==> src/rtl/core/assert_macros.svh <==
// Assertion macros shared by the RTL of the GPIO port.
// Each macro samples on clk and is disabled while rst_n is low.
`ifndef ASSERT_MACROS_SVH
`define ASSERT_MACROS_SVH

// Checks that a condition holds at every clock edge.
`define GPIO_ASSERT_ALWAYS(label, cond, msg) \
    label: assert property (@(posedge clk) disable iff (!rst_n) (cond)) else $error(msg);

// Checks that a trigger is followed by a consequence in the next cycle.
`define GPIO_ASSERT_NEXT(label, trig, cons, msg) \
    label: assert property (@(posedge clk) disable iff (!rst_n) (trig) |=> (cons)) \
        else $error(msg);

`endif

==> src/rtl/core/gpio_pkg.sv <==
// Package for the eight-pin GPIO port: request and response types,
// request kinds, register offsets and identification words. No dependencies.
`default_nettype none

package gpio_pkg;

    localparam int NUM_PINS = 8;
    localparam int REG_W    = 8;
    localparam logic [REG_W-1:0] PIN_MASK = REG_W'((1 << NUM_PINS) - 1);

    typedef enum logic [1:0] {
        KIND_READ  = 2'd0,
        KIND_WRITE = 2'd1,
        KIND_PIN   = 2'd2,
        KIND_NONE  = 2'd3
    } kind_t;

    localparam logic [11:0] OFF_DIR     = 12'h400;
    localparam logic [11:0] OFF_SENSE   = 12'h404;
    localparam logic [11:0] OFF_BOTH    = 12'h408;
    localparam logic [11:0] OFF_POL     = 12'h40C;
    localparam logic [11:0] OFF_IE      = 12'h410;
    localparam logic [11:0] OFF_RIS     = 12'h414;
    localparam logic [11:0] OFF_MIS     = 12'h418;
    localparam logic [11:0] OFF_ICR     = 12'h41C;
    localparam logic [11:0] OFF_AFSEL   = 12'h420;
    // The ID words occupy the top eight word slots of the window.
    localparam logic [6:0]  OFF_ID_HIGH = 7'h7F;

    localparam logic [7:0] ID_WORDS [8] = '{
        8'h61, 8'h10, 8'h04, 8'h00, 8'h0D, 8'hF0, 8'h05, 8'hB1
    };

    typedef struct packed {
        logic [1:0]  kind;
        logic [11:0] bus_offset;
        logic [7:0]  write_data;
        logic [2:0]  pin_index;
        logic        pin_level;
    } req_t;

    typedef struct packed {
        logic [7:0] read_data;
        logic [7:0] out_levels;
        logic       irq;
    } rsp_t;

endpackage

`default_nettype wire

==> src/rtl/core/gpio_port_with_edge_level_irq.sv <==
// Top level of the eight-pin GPIO port with edge and level interrupts.
// Depends on gpio_pkg and on the assertion macros in assert_macros.svh.
//
//   channel | direction | handshake            | payload
//   --------+-----------+----------------------+------------------
//   request | in        | req_valid, req_ready | req   (gpio_pkg::req_t)
//   result  | out       | rsp_valid, rsp_ready | rsp   (gpio_pkg::rsp_t)
//
// One request is taken per cycle while no held result stalls intake; its result sits
// in the output register from the next cycle on.
// The register file and all per-pin edge logic are evaluated in one pass.
// Reset clears every control and status register, marks all pins as inputs and empties the output.
// A held result stalls intake only while rsp_ready is low.
`default_nettype none
`include "assert_macros.svh"

module gpio_port_with_edge_level_irq (
    input  wire logic          clk,
    input  wire logic          rst_n,
    input  wire logic          req_valid,
    output      logic          req_ready,
    input  wire gpio_pkg::req_t req,
    output      logic          rsp_valid,
    input  wire logic          rsp_ready,
    output      gpio_pkg::rsp_t rsp
);
    import gpio_pkg::*;

    logic [REG_W-1:0] pin_data_reg, pin_data_next;
    logic [REG_W-1:0] direction_reg, direction_next;
    logic [REG_W-1:0] level_sense_reg, level_sense_next;
    logic [REG_W-1:0] both_edges_reg, both_edges_next;
    logic [REG_W-1:0] polarity_reg, polarity_next;
    logic [REG_W-1:0] raw_status_reg, raw_status_next;
    logic [REG_W-1:0] irq_enable_reg, irq_enable_next;
    logic [REG_W-1:0] alt_function_reg, alt_function_next;

    rsp_t rsp_reg, rsp_next;
    logic rsp_valid_reg;
    logic req_fire;

    logic [REG_W-1:0] wdata;
    logic [REG_W-1:0] addr_mask;
    logic [REG_W-1:0] pin_bit;
    logic [REG_W-1:0] raw_edge;
    logic [REG_W-1:0] lvl_pins;
    logic             data_region;
    logic             reg_written;
    logic             was_high;
    logic [REG_W-1:0] read_value;

    assign req_ready = !rsp_valid_reg || rsp_ready;
    assign req_fire  = req_valid && req_ready;
    assign rsp_valid = rsp_valid_reg;
    assign rsp       = rsp_reg;

    assign wdata       = req.write_data & PIN_MASK;
    assign addr_mask   = req.bus_offset[9:2];
    assign data_region = (req.bus_offset[11:10] == 2'b00);

    // Bus read decode.
    always_comb
    begin
        read_value = '0;
        if (data_region)
        begin
            read_value = pin_data_reg & addr_mask;
        end
        else if (req.bus_offset[11:5] == OFF_ID_HIGH && req.bus_offset[1:0] == 2'b00)
        begin
            read_value = ID_WORDS[req.bus_offset[4:2]];
        end
        else
        begin
            case (req.bus_offset)
                OFF_DIR:   read_value = direction_reg;
                OFF_SENSE: read_value = level_sense_reg;
                OFF_BOTH:  read_value = both_edges_reg;
                OFF_POL:   read_value = polarity_reg;
                OFF_IE:    read_value = irq_enable_reg;
                OFF_RIS:   read_value = raw_status_reg;
                OFF_MIS:   read_value = raw_status_reg & irq_enable_reg;
                OFF_AFSEL: read_value = alt_function_reg;
                default:   read_value = '0;
            endcase
        end
    end

    // Register writes and pin changes, then level re-evaluation.
    always_comb
    begin
        pin_data_next     = pin_data_reg;
        direction_next    = direction_reg;
        level_sense_next  = level_sense_reg;
        both_edges_next   = both_edges_reg;
        polarity_next     = polarity_reg;
        raw_edge          = raw_status_reg;
        irq_enable_next   = irq_enable_reg;
        alt_function_next = alt_function_reg;
        reg_written       = 1'b0;
        pin_bit           = '0;
        was_high          = 1'b0;

        case (kind_t'(req.kind))
            KIND_WRITE:
            begin
                reg_written = 1'b1;
                if (data_region)
                begin
                    pin_data_next = (pin_data_reg & ~(addr_mask & direction_reg))
                                  | (wdata & addr_mask & direction_reg);
                end
                else
                begin
                    case (req.bus_offset)
                        OFF_DIR:   direction_next    = wdata;
                        OFF_SENSE: level_sense_next  = wdata;
                        OFF_BOTH:  both_edges_next   = wdata;
                        OFF_POL:   polarity_next     = wdata;
                        OFF_IE:    irq_enable_next   = wdata;
                        OFF_ICR:   raw_edge          = raw_status_reg & ~wdata;
                        OFF_AFSEL: alt_function_next = wdata;
                        default:   reg_written       = 1'b0;
                    endcase
                end
            end
            KIND_PIN:
            begin
                reg_written = 1'b1;
                if (32'(req.pin_index) < NUM_PINS)
                begin
                    pin_bit = REG_W'(1) << req.pin_index;
                end
                // Output pins ignore external changes.
                pin_bit  = pin_bit & ~direction_reg;
                was_high = |(pin_data_reg & pin_bit);
                if (req.pin_level)
                begin
                    pin_data_next = pin_data_reg | pin_bit;
                end
                else
                begin
                    pin_data_next = pin_data_reg & ~pin_bit;
                end
                if (|(pin_bit & ~level_sense_reg) && was_high != req.pin_level)
                begin
                    if (|(pin_bit & both_edges_reg)
                        || (|(pin_bit & polarity_reg) ? req.pin_level : was_high))
                    begin
                        raw_edge = raw_status_reg | pin_bit;
                    end
                end
            end
            default:
            begin
                reg_written = 1'b0;
            end
        endcase

        lvl_pins = level_sense_next & ~direction_next & PIN_MASK;
        if (reg_written)
        begin
            raw_status_next = (raw_edge & ~lvl_pins)
                            | (~(pin_data_next ^ polarity_next) & lvl_pins);
        end
        else
        begin
            raw_status_next = raw_edge;
        end
    end

    always_comb
    begin
        rsp_next.read_data  = (kind_t'(req.kind) == KIND_READ) ? read_value : '0;
        rsp_next.out_levels = pin_data_next & direction_next;
        rsp_next.irq        = |(raw_status_next & irq_enable_next);
    end

    always_ff @(posedge clk or negedge rst_n)
    begin
        if (!rst_n)
        begin
            pin_data_reg     <= '0;
            direction_reg    <= '0;
            level_sense_reg  <= '0;
            both_edges_reg   <= '0;
            polarity_reg     <= '0;
            raw_status_reg   <= '0;
            irq_enable_reg   <= '0;
            alt_function_reg <= '0;
            rsp_valid_reg    <= 1'b0;
        end
        else
        begin
            if (req_fire)
            begin
                pin_data_reg     <= pin_data_next;
                direction_reg    <= direction_next;
                level_sense_reg  <= level_sense_next;
                both_edges_reg   <= both_edges_next;
                polarity_reg     <= polarity_next;
                raw_status_reg   <= raw_status_next;
                irq_enable_reg   <= irq_enable_next;
                alt_function_reg <= alt_function_next;
                rsp_valid_reg    <= 1'b1;
            end
            else if (rsp_ready)
            begin
                rsp_valid_reg <= 1'b0;
            end
        end
    end

    always_ff @(posedge clk)
    begin
        if (req_fire)
        begin
            rsp_reg <= rsp_next;
        end
    end

    // The held result always agrees with the state it was taken from.
    `GPIO_ASSERT_ALWAYS(a_levels_match, !rsp_valid_reg || rsp_reg.out_levels == (pin_data_reg & direction_reg), "out_levels disagrees with pin state")
    `GPIO_ASSERT_ALWAYS(a_irq_match, !rsp_valid_reg || rsp_reg.irq == (|(raw_status_reg & irq_enable_reg)), "irq disagrees with interrupt state")
    // Level-sensitive input pins always reflect their current match.
    `GPIO_ASSERT_ALWAYS(a_level_status, (raw_status_reg & level_sense_reg & ~direction_reg) == (~(pin_data_reg ^ polarity_reg) & level_sense_reg & ~direction_reg), "level status out of date")
    `GPIO_ASSERT_NEXT(a_read_no_change, req_fire && req.kind == KIND_READ, $stable(pin_data_reg) && $stable(raw_status_reg) && $stable(direction_reg), "bus read changed state")

endmodule

`default_nettype wire

==> config.mk <==
export PLATFORM = sky130hd
export DESIGN_NAME = gpio_port_with_edge_level_irq
export DESIGN_NICKNAME = d
export VERILOG_FILES = /design/src/rtl/core/gpio_pkg.sv /design/src/rtl/core/gpio_port_with_edge_level_irq.sv
export VERILOG_INCLUDE_DIRS = /design/src /design/src/rtl/core
export SDC_FILE = /design/constraint.sdc
export NUM_CORES = 1
export LEC_CHECK = 0
export ABC_AREA = 1
export BUFFER_PORTS_ARGS = -buffer_cell sky130_fd_sc_hd__buf_2
export CAP_MARGIN = 30
export CELL_PAD_IN_SITES_DETAIL_PLACEMENT = 0
export CELL_PAD_IN_SITES_GLOBAL_PLACEMENT = 2
export CORE_ASPECT_RATIO = 0.6
export CORE_UTILIZATION = 35
export CTS_CLUSTER_SIZE = 30
export DETAILED_ROUTE_END_ITERATION = 10
export GPL_TIMING_DRIVEN = 0
export PLACE_DENSITY = 0.83
export SLEW_MARGIN = 20
export SYNTH_ARGS = -nofsm -noshare
export SYNTH_HDL_FRONTEND = slang
export SYNTH_SLANG_ARGS = --single-unit
==> constraint.sdc <==
create_clock -name clk -period 4.67 [get_ports clk]
set_input_delay 1.1675 -clock clk [delete_from_list [all_inputs] [get_ports clk]]
set_output_delay 1.1675 -clock clk [all_outputs]
set_load 0.02 [all_outputs]
==> results of run 1 <==
==> tightest hold or removal path, cell delays in order, from the launching register on <==
cell	delay (ns)
dfrtp_1	0.34
nand2_1	0.05
o21ai_0	0.06
==> cell type report <==
| type | instances | area share (%) |
|---|---|---|
| timing repair buffer | 50 | 4.40 |
| clock buffer | 11 | 3.68 |
| multi-input combinational | 624 | 46.1 |
| tap | 203 | 3.85 |
| clock inverter | 5 | 1.18 |
| inverter | 111 | 6.40 |
| buffer | 26 | 1.94 |
| sequential | 82 | 32.4 |
==> per-layer routing <==
metal	vias up	routed length (um)
met5	-	0
met4	0	779
met3	55	2790
met2	374	10100
met1	3071	12200
li1	2924	-
==> cell usage in the layout (no fill, tap or decap), types with 4 or more instances in the layout <==
| cell | n |
|---|---|
| clkbuf_16 | 9 |
| xnor2_1 | 5 |
| nor2_1 | 55 |
| o31ai_1 | 5 |
| nor4_1 | 7 |
| dfrtp_1 | 65 |
| o21a_1 | 13 |
| nand2_1 | 236 |
| buf_2 | 49 |
| a21oi_1 | 20 |
| a31oi_1 | 5 |
| nor3_1 | 7 |
| nand3_1 | 81 |
| buf_4 | 6 |
| nor2_2 | 4 |
| inv_1 | 103 |
| o21ai_0 | 126 |
| edfxtp_1 | 17 |
| o21ai_1 | 5 |
| o22ai_1 | 6 |
| inv_2 | 5 |
| clkbuf_1 | 17 |
| nand4_1 | 15 |
==> per-stage QoR <==
stage          area [um^2]  cells  worst slack [ns]
2_1_floorplan         5720    843              1.57
3_3_place_gp          6210   1093             0.486
3_5_place_dp          6270   1096             0.445
4_1_cts               6590   1112             0.809
5_1_grt               6590   1112             0.601
6_report              6590   1112             0.724
==> how the worst max path moves through the flow <==
| stage | from | end | slack, ns | cells after the start |
|---|---|---|---|---|
| finish | req[25] | rsp[0] | 0.72 | 16 |
| CTS | req[25] | rsp[0] | 0.81 | 16 |
| detailed placement | req[25] | rsp[0] | 0.45 | 16 |
| floorplan | req[25] | rsp[0] | 1.57 | 15 |
| global placement | req[25] | rsp[0] | 0.49 | 16 |
| global route | req[25] | rsp[0] | 0.60 | 16 |
==> power breakdown <==
part	total, mW	switching [mW]	internal, mW
clock network	0.815	0.332	0.483
registers	0.960	0.108	0.852
logic	0.747	0.532	0.215
==> cell usage after synthesis, types with 2 or more instances <==
library cell and count:
o21ai_0 126, nand4_1 15, o2111ai_1 3, inv_2 5, nand3_1 81, a41oi_1 2, nor3_2 2, nor2_2 4
xor2_1 3, a31oi_1 5, buf_2 2, o21ai_2 3, edfxtp_1 17, buf_4 5, clkbuf_1 17, ha_1 3
nand2_1 236, o22ai_1 6, nor3_1 7, inv_1 103, clkinv_1 2, o21a_1 13, nor4_1 8, nand2_2 3
a221oi_1 2, dfrtp_1 65, o21ai_1 5, o31ai_1 5, xnor2_1 5, nor2_1 55, or2_0 2, a21oi_1 20
==> cells by family after synthesis <==
logic type / Yosys count / synth area share, %
DFF: 82 / 37.4
and+or+nand+nor: 421 / 32.6
AOI/OAI and AO/OA: 192 / 18.6
adders and majority gates: 3 / 0.657
buffers and inverters: 137 / 9.58
xor gates and xnor gates: 8 / 1.23
==> flow_metrics.py, run 1 <==
metrics = {
    "run_status": {
        "status": "finished, final reports clean",
    },
    "worst_setup_path": {
        "cp_slowest_cell": "nor2_2",
        "cp.arrival_ns": 4.05,
        "cp_top_family": "simple AND/OR/NAND/NOR gates",
        "startpoint_type": "primary input",
        "cp_max_fo": 10,
        "path_buf_inv": 5,
        "cp-end-kind": "flop",
        "crit_required_ns": 4.77,
        "reg2reg_slack_ns": 1.90,
        "cpMostUsedCell": "nand2_1",
        "setup.worst_path.class": "primary input to flop",
        "reg2reg_to": "rsp[0]",
        "r2r-start": "direction_reg[2]",
        "cpPeakStageDelay_ns": 0.53,
        "r2r_cells": 16,
        "cp_cell_sequence": "buf_2 -> inv_1 -> ha_1 -> buf_4 -> inv_1 -> nor2_2 -> nand3_1 -> buf_4 -> o21ai_2 -> xor2_1 -> or2_1 -> nand2_1 -> nand2_1 -> nand2_1 -> nor2_1 -> nand2_1",
    },
    "floorplan": {
        "core_um2": 15600,
        "dieArea_um2": 16900,
        "die_h_um": 101,
        "boundaryPins": 49,
        "start_util_pct": 36.6,
        "rows": 35,
        "die_w_um": 167,
    },
    "clock_tree": {
        "cts_tree": "yes",
        "post_cts_buffers": 0,
        "clk_latency_ns": 0.35,
        "cts_resized": 0,
        "clk_pin_slew_ns": 0.07,
        "postCtsHoldBufs": 0,
        "cts.sinks": 82,
        "clock-root-buffer": "clkbuf_16",
        "ctsHtreeMaxLevel": 3,
        "numCtsBuffers": 9,
        "cts_max_path_buffers": 2,
    },
    "detailed_routing": {
        "drt_iter0_markers": 800,
        "totalWireLength_um": 25900,
        "routed_via_density": 5.78,
        "wl_per_cell_um": 23.3,
        "drcViolationCount": 0,
        "dr.pass1.iters": 5,
        "ant_nets": 0,
        "vias": 6424,
    },
    "sta": {
        "setup_tns_ns": 0,
        "tightest_slew_ns": 0.995,
        "rsz0062_at_grt": "false",
        "slew_violations": 0,
        "hold_viol": 0,
        "hold_ws_ns": 0.488,
        "timing.slew.headroom_pct": 33.7,
        "post-route-min-period_ns": 3.95,
        "min_period_over_period_pct": 84.5,
        "setup_viol": 0,
        "clock_skew_ns": 0.0113,
        "fmax_mhz": 253,
    },
    "global_route": {
        "met2_usage_pct": 45.6,
        "grt_pass1_vias": 6169,
        "antenna_found_initial": 0,
        "overflow": 0,
        "grt.total_usage_pct": 32.1,
        "grt_max_degree": 38,
        "busiest_layer": "met1",
        "grt_pass1_wl_um": 39000,
        "grt_use_met3_pct": 6.67,
        "met1_usage_pct": 47.4,
    },
    "synthesis": {
        "avgSynthCellArea_um2": 6.78,
        "yosys_warnings": 0,
        "synth-edff-count": 17,
        "synthesis.area_um2": 5720,
        "seq_area_frac_synth_pct": 37.4,
        "yosys.area.top_type": "dfrtp_1",
        "async_flop_share_pct": 79.3,
        "yosysTopAreaCellShare_pct": 28.4,
        "synth_fp_nets": 876,
        "synthDistinctLibCells": 45,
        "syn_inst": 843,
        "synth_ff_type": "dfrtp_1",
        "synth_area_leaders": "dfrtp_1, nand2_1, o21ai_0, edfxtp_1, nand3_1",
        "ys_ff_latch": 82,
    },
    "finish": {
        "fill_cells": 1690,
        "multi_input_area_um2": 3040,
        "diodes": 0,
        "ff_latch_area_um2": 2140,
        "areaGrowthSynthToFinish_pct": 15.3,
        "drive_above_1_share_pct": 10.9,
        "largest_reg_flops": 17,
        "fin_nets": 937,
        "post-route-util_pct": 42.2,
    },
    "power_and_ir_drop": {
        "p_total_mw": 2.52,
        "ir_drop_uv": 164,
        "p_leak_nw": 2.99,
        "p_per_area_nw_per_um2": 383,
    },
    "worst_hold_path": {
        "hold_path.class": "flop to flop",
        "hold_path_end": "polarity_reg[0]",
        "holdPathStages": 2,
        "hold_start": "polarity_reg[0]",
    },
    "placement": {
        "gp_congestion": 1.05,
        "io_buffers": 47,
        "dpl.hpwl_um": 20100,
    },
    "run": {
        "drv_cap": 0,
    },
}
No activity file was read; power rests on OpenSTA's default activity.
==> inputs of run 2 (changes only) <==
- CORE_UTILIZATION: 35 -> 34
- PLACE_DENSITY: 0.83 -> 0.81
- clock period: 4.67 -> 3.8 ns (I/O delays scaled with it)
==> run 2 against run 1 <==
Design area is 0.30% higher. Worst hold slack better by 0.0029 ns. Combinational power is 23% higher. Utilization is 1.7 points lower. Final cell count is 2.2% higher. Worst setup slack worse by 0.45 ns. Sequential power is 23% higher. Sequential share of layout area is 0.098 points lower. Register-to-register slack worse by 0.97 ns. Critical path depth is 1 higher. Non-clock buffer count stayed put. First-iteration DRC count is 5.1% lower. Critical path type unchanged. Highest routed layer unchanged.
==> flow_metrics.py, run 2 (synthesis gave the netlist of run 1 again) <==
metrics = {
    "run_status": {
        "status": "finished, final reports clean",
    },
    "detailed_routing": {
        "routed-wl-met2_um": 10300,
        "topRoutingLayerUsed": "met4",
        "dr.pass1.iters": 6,
        "dr_wl_met3_um": 2740,
        "routed_via_density": 5.70,
        "drt_iter0_markers": 759,
        "wl_met1_um": 12300,
        "vias": 6479,
        "wl_per_cell_um": 23.0,
        "ant_nets": 0,
        "totalWireLength_um": 26100,
        "drcViolationCount": 0,
    },
    "global_route": {
        "grt_max_degree": 38,
        "antenna_found_initial": 0,
        "grt_pass1_wl_um": 38300,
        "grt.total_usage_pct": 31.2,
        "overflow": 0,
        "grt_pass1_vias": 6085,
    },
    "sta": {
        "min_period_over_period_pct": 92.8,
        "setup_tns_ns": 0,
        "setup_viol": 0,
        "slew_violations": 0,
        "tightest_slew_ns": 0.984,
        "rsz0062_at_grt": "false",
        "hold_viol": 0,
        "clock_skew_ns": 0.0103,
        "post-route-min-period_ns": 3.52,
        "fmax_mhz": 284,
        "timing.slew.headroom_pct": 34.4,
    },
    "worst_setup_path": {
        "cp.arrival_ns": 3.64,
        "cp_max_fo": 10,
        "startpoint_type": "primary input",
        "setup.worst_path.class": "primary input to flop",
        "cp-end-kind": "flop",
        "crit_required_ns": 3.91,
    },
    "finish": {
        "drive_above_1_share_pct": 11.1,
        "multi_input_area_um2": 3050,
        "areaGrowthSynthToFinish_pct": 15.6,
        "ff_latch_area_um2": 2140,
        "fin_nets": 937,
        "post-route-util_pct": 40.4,
        "final_common_cell": "nand2_1",
        "layout_common_cells": "nand2_1, o21ai_0, inv_1, nand3_1, dfrtp_1",
        "fill_cells": 1722,
        "diodes": 0,
        "largest_reg_flops": 17,
        "final_cell_area_um2": 6610,
    },
    "floorplan": {
        "core_um2": 16400,
        "boundaryPins": 49,
        "die_h_um": 102,
        "dieArea_um2": 17400,
        "die_w_um": 169,
        "rows": 36,
        "start_util_pct": 35.0,
    },
    "power_and_ir_drop": {
        "power_frac_comb_pct": 30.4,
        "p_leak_nw": 2.98,
        "ir_drop_uv": 170,
        "power.share.clock_pct": 30.6,
        "p_sw_mw": 1.21,
        "p_per_area_nw_per_um2": 459,
        "internal-power_mw": 1.82,
        "swShare_pct": 39.8,
        "seq_power_share_pct": 39.0,
    },
    "placement": {
        "dpl.hpwl_um": 20300,
        "post_dp_cell_area_um2": 6300,
        "io_buffers": 47,
        "gp_congestion": 0.995,
    },
    "clock_tree": {
        "cts_tree": "yes",
        "numCtsBuffers": 9,
        "cts.sinks": 82,
        "ctsHtreeMaxLevel": 3,
        "post_cts_buffers": 0,
        "clk_latency_ns": 0.36,
        "cts_max_path_buffers": 2,
        "clk_pin_slew_ns": 0.07,
        "clock-root-buffer": "clkbuf_16",
    },
    "run": {
        "drv_cap": 0,
    },
    "worst_hold_path": {
        "hold_path.class": "flop to flop",
    },
}
==> run 2: cell count changes in the layout (fill, tap and decap cells not counted), sizes merged <==
| cell | before | now |
|---|---|---|
| bufinv | 2 | 1 |
| clkbuf | 28 | 27 |
| clkinv | 4 | 5 |
| clkinvlp | 1 | 2 |
==> run 2: final cells by class <==
class	instances	share of cell area, %
Multi-Input combinational cell	624	46.1
Tap cell	228	4.32
Clock buffer	10	3.46
Timing Repair Buffer	50	4.39
Clock inverter	6	1.02
Buffer	26	1.95
Inverter	111	6.44
Sequential cell	82	32.3
==> run 2: through the flow <==
| step | std cells | worst slack, ns | hold slack, ns | power (mW) |
|---|---|---|---|---|
| global placement | 1118 | -0.253 | 0.471 | 2.07 |
| floorplan | 843 | 0.915 | 0.453 | 1.72 |
| global route | 1137 | 0.00455 | 0.519 | 3.17 |
| detailed placement | 1121 | -0.219 | 0.478 | 2.09 |
| finish | 1137 | 0.275 | 0.491 | 3.03 |
| CTS | 1137 | 0.151 | 0.494 | 3.01 |
==> run 2: what timing repair did <==
item,4_1_cts,5_1_grt
hold buffers,0,0
setup endpoints to repair,0,1
resized for setup,0,6
==> run 2: final timing paths <==
check	startpoint	to	slack [ns]	depth (start not counted)
worst max-delay path	req[15]	rsp[0]	0.28	17
min in group asynchronous	rst_n	irq_enable_reg[6]	0.54	1
worst max register to register	direction_reg[2]	rsp[0]	0.93	16
worst min register to register	level_sense_reg[2]	level_sense_reg[2]	0.49	2
max in group asynchronous	rst_n	direction_reg[1]	2.68	2
worst min-delay path	level_sense_reg[2]	level_sense_reg[2]	0.49	2
==> run 2: routing by layer <==
layer	global-route usage, %	vias to the layer above
met5	0	-
met4	11.2	0
met3	9.76	60
met2	44.0	371
met1	44.6	3123
li1	-	2925
==> run 2: worst max-delay path, cell delays in order <==
cell	delay, ns
buf_2	0.19
inv_1	0.30
nand2_1	0.18
nor3_4	0.55
nand3_4	0.34
nand2_1	0.13
nand2_1	0.10
nor2_1	0.23
nand3_1	0.13
nand2_1	0.09
inv_1	0.04
nand2_1	0.05
nand2_1	0.07
nand2_1	0.06
nand2_1	0.08
nor2_1	0.10
nand2_1	0.06
==> run 2: power groups by stage <==
stage | sequential [mW] | combinational [mW] | clock [mW]
after global placement | 1.19 | 0.880 | 0
after CTS | 1.18 | 0.900 | 0.932
after floorplan | 1.16 | 0.560 | 0
final | 1.18 | 0.920 | 0.929
after detailed placement | 1.19 | 0.896 | 0
after global routing | 1.20 | 1.02 | 0.960
==> inputs of run 3 (changes only) <==
- ABC_AREA: 1 -> default
- CORE_UTILIZATION: 34 -> 35
- PLACE_DENSITY: 0.81 -> 0.75
==> run 3 against run 2 <==
Flip-flop and latch count did not move. Sequential share of layout area increased by 0.69 points. First-iteration DRC count decreased by 32%. Critical path depth down 6. Clock skew shrank 0.0057 ns. Combinational power decreased by 70%. Highest routed layer unchanged. Synthesized cell count is 33% lower. Worst hold slack better by 0.019 ns. Non-clock buffer count up 13. Largest cell class unchanged. Worst setup slack got worse by 0.22 ns. Clock power fell by 0.8%.
==> flow_metrics.py, run 3 <==
metrics = {
    "run_status": {
        "status": "finished, final reports clean",
    },
    "detailed_routing": {
        "routed_via_density": 6.20,
        "ant_nets": 0,
        "wl_per_cell_um": 25.6,
        "totalWireLength_um": 21500,
        "drcViolationCount": 0,
        "vias": 5190,
        "dr.pass1.iters": 7,
        "drt_iter0_markers": 513,
    },
    "clock_tree": {
        "cts_tree": "yes",
        "numCtsBuffers": 9,
        "clk_latency_ns": 0.35,
        "cts.sinks": 82,
        "ctsHtreeMaxLevel": 3,
        "cts_max_path_buffers": 2,
        "clock-root-buffer": "clkbuf_16",
        "clk_pin_slew_ns": 0.07,
    },
    "synthesis": {
        "yosysMostFrequentCell": "nand2_1",
        "synth_fp_nets": 598,
        "yosys-top-cells-count": "nand2_1, dfrtp_1, mux2_2",
        "synthDistinctLibCells": 63,
        "synthesis.area_um2": 5390,
        "syn_inst": 565,
        "synth-edff-count": 17,
        "yosys.area.top_type": "dfrtp_1",
        "yosys_warnings": 0,
        "ys_ff_latch": 82,
        "yosysTopAreaCellShare_pct": 30.2,
        "synth_area_leaders": "dfrtp_1, mux2_2, edfxtp_1, mux2i_1, nand2_1",
        "seq_area_frac_synth_pct": 39.7,
        "avgSynthCellArea_um2": 9.54,
        "synth_ff_type": "dfrtp_1",
        "async_flop_share_pct": 79.3,
    },
    "placement": {
        "gp_congestion": 0.955,
        "io_buffers": 46,
        "post_dp_cell_area_um2": 5960,
        "dpl.hpwl_um": 16300,
    },
    "worst_setup_path": {
        "r2r_cells": 9,
        "startpoint_type": "primary input",
        "cp_max_fo": 5,
        "cp-end-kind": "flop",
        "crit_required_ns": 3.88,
        "setup.worst_path.class": "primary input to flop",
        "cp.arrival_ns": 3.82,
        "reg2reg_slack_ns": 0.44,
        "reg2reg_to": "rsp[0]",
        "r2r-start": "direction_reg[5]",
    },
    "global_route": {
        "grt.total_usage_pct": 27.9,
        "overflow": 0,
        "grt_pass1_wl_um": 31900,
        "antenna_found_initial": 0,
        "grt_max_degree": 34,
        "grt_pass1_vias": 4866,
    },
    "power_and_ir_drop": {
        "p_leak_nw": 2.69,
        "p_per_area_nw_per_um2": 330,
        "ir_drop_uv": 185,
    },
    "finish": {
        "areaGrowthSynthToFinish_pct": 20.1,
        "diodes": 0,
        "final_common_cell": "nand2_1",
        "fin_nets": 667,
        "post-route-util_pct": 43.8,
        "fill_cells": 1455,
        "largest_reg_flops": 17,
        "drive_above_1_share_pct": 26.6,
        "layout_common_cells": "nand2_1, dfrtp_1, mux2_2, buf_2, nor2_1",
        "final_cell_area_um2": 6470,
    },
    "sta": {
        "tightest_slew_ns": 1.01,
        "min_period_over_period_pct": 98.6,
        "fmax_mhz": 267,
        "hold_viol": 0,
        "setup_viol": 0,
        "slew_violations": 0,
        "timing.slew.headroom_pct": 32.2,
        "post-route-min-period_ns": 3.75,
        "clock_skew_ns": 0.00454,
    },
    "floorplan": {
        "die_h_um": 98.1,
        "die_w_um": 162,
        "core_um2": 14800,
        "rows": 34,
        "dieArea_um2": 15900,
        "start_util_pct": 36.5,
        "boundaryPins": 49,
    },
    "run": {
        "drv_cap": 0,
    },
    "worst_hold_path": {
        "hold_path_end": "alt_function_reg[0]",
        "holdPathStages": 1,
        "hold_path.class": "flop to flop",
        "hold_start": "alt_function_reg[0]",
    },
}
-- run 3: cell type report --
type | instances | area [um^2] | area share [%]
timing repair buffer | 62 | 398 | 6.15
buffer | 27 | 109 | 1.68
inverter | 15 | 57.6 | 0.889
clock buffer | 11 | 275 | 4.25
tap | 198 | 248 | 3.83
clock inverter | 5 | 41.3 | 0.638
multi-input combinational | 437 | 3210 | 49.5
sequential | 82 | 2140 | 33.0
-- run 3: cells by family after synthesis --
group                      Yosys count  synth area share [%]
adders and majority gates            3                 0.697
and+or+nand+nor                    191                  18.1
DFF                                 82                  39.7
muxes                               91                  18.2
AOI/OAI and AO/OA                  143                  18.6
xor gates and xnor gates             9                  1.46
buffers and inverters               46                  3.37
-- run 3: worst max path at each step --
stage            start      to  slack [ns]  cells past startpoint
3_3_place_gp    req[1]  rsp[0]       -0.94                     11
5_1_grt         req[2]  rsp[0]      -0.008                     11
4_1_cts        req[21]  rsp[0]       -0.03                     11
2_1_floorplan  req[21]  rsp[0]        0.03                     10
6_report       req[23]  rsp[0]        0.05                     11
3_5_place_dp   req[24]  rsp[0]       -0.89                     13
-- run 3: per-stage QoR --
step	setup TNS [ns]	hold WS (ns)	setup WS, ns	instances	power [mW]
2_1_floorplan	0	0.462	0.0298	565	1.08
3_3_place_gp	-14.26	0.494	-0.943	809	1.21
3_5_place_dp	-8.56	0.499	-0.886	814	1.22
4_1_cts	-0.0313	0.516	-0.0313	836	2.14
5_1_grt	-0.00777	0.529	-0.00777	837	2.21
6_report	0	0.511	0.0536	837	2.14
-- run 3: per-layer routing --
metal | global-route usage, % | up-vias | routed length [um]
li1 | - | 2285 | -
met1 | 43.7 | 2611 | 10500
met2 | 37.7 | 278 | 8560
met3 | 7.99 | 16 | 2240
met4 | 4.50 | 0 | 157
met5 | 0 | - | 0
-- run 3: repair_timing --
action,CTS,global route
endpoints found under the hold margin,0,0
buffers inserted,8,3
endpoints found under the setup margin,12,1
hold buffers,0,0
gates resized for setup,16,16
pin swaps,3,6
-- run 3: worst max-delay path, cell delays in order --
cell       delay, ns
buf_2           0.13
or4b_4          0.56
or4_4           0.48
nor3_4          0.36
buf_6           0.17
mux2i_4         0.23
xor2_2          0.13
nand3_1         0.12
o21ai_1         0.11
a2111oi_2       0.40
nand4_1         0.16
-- run 3: power by group --
group	internal (mW)	switching, mW	leakage [nW]
clock network	0.529	0.393	0.149
registers	0.916	0.0241	1.07
logic	0.0795	0.197	1.47
total	1.52	0.614	2.69
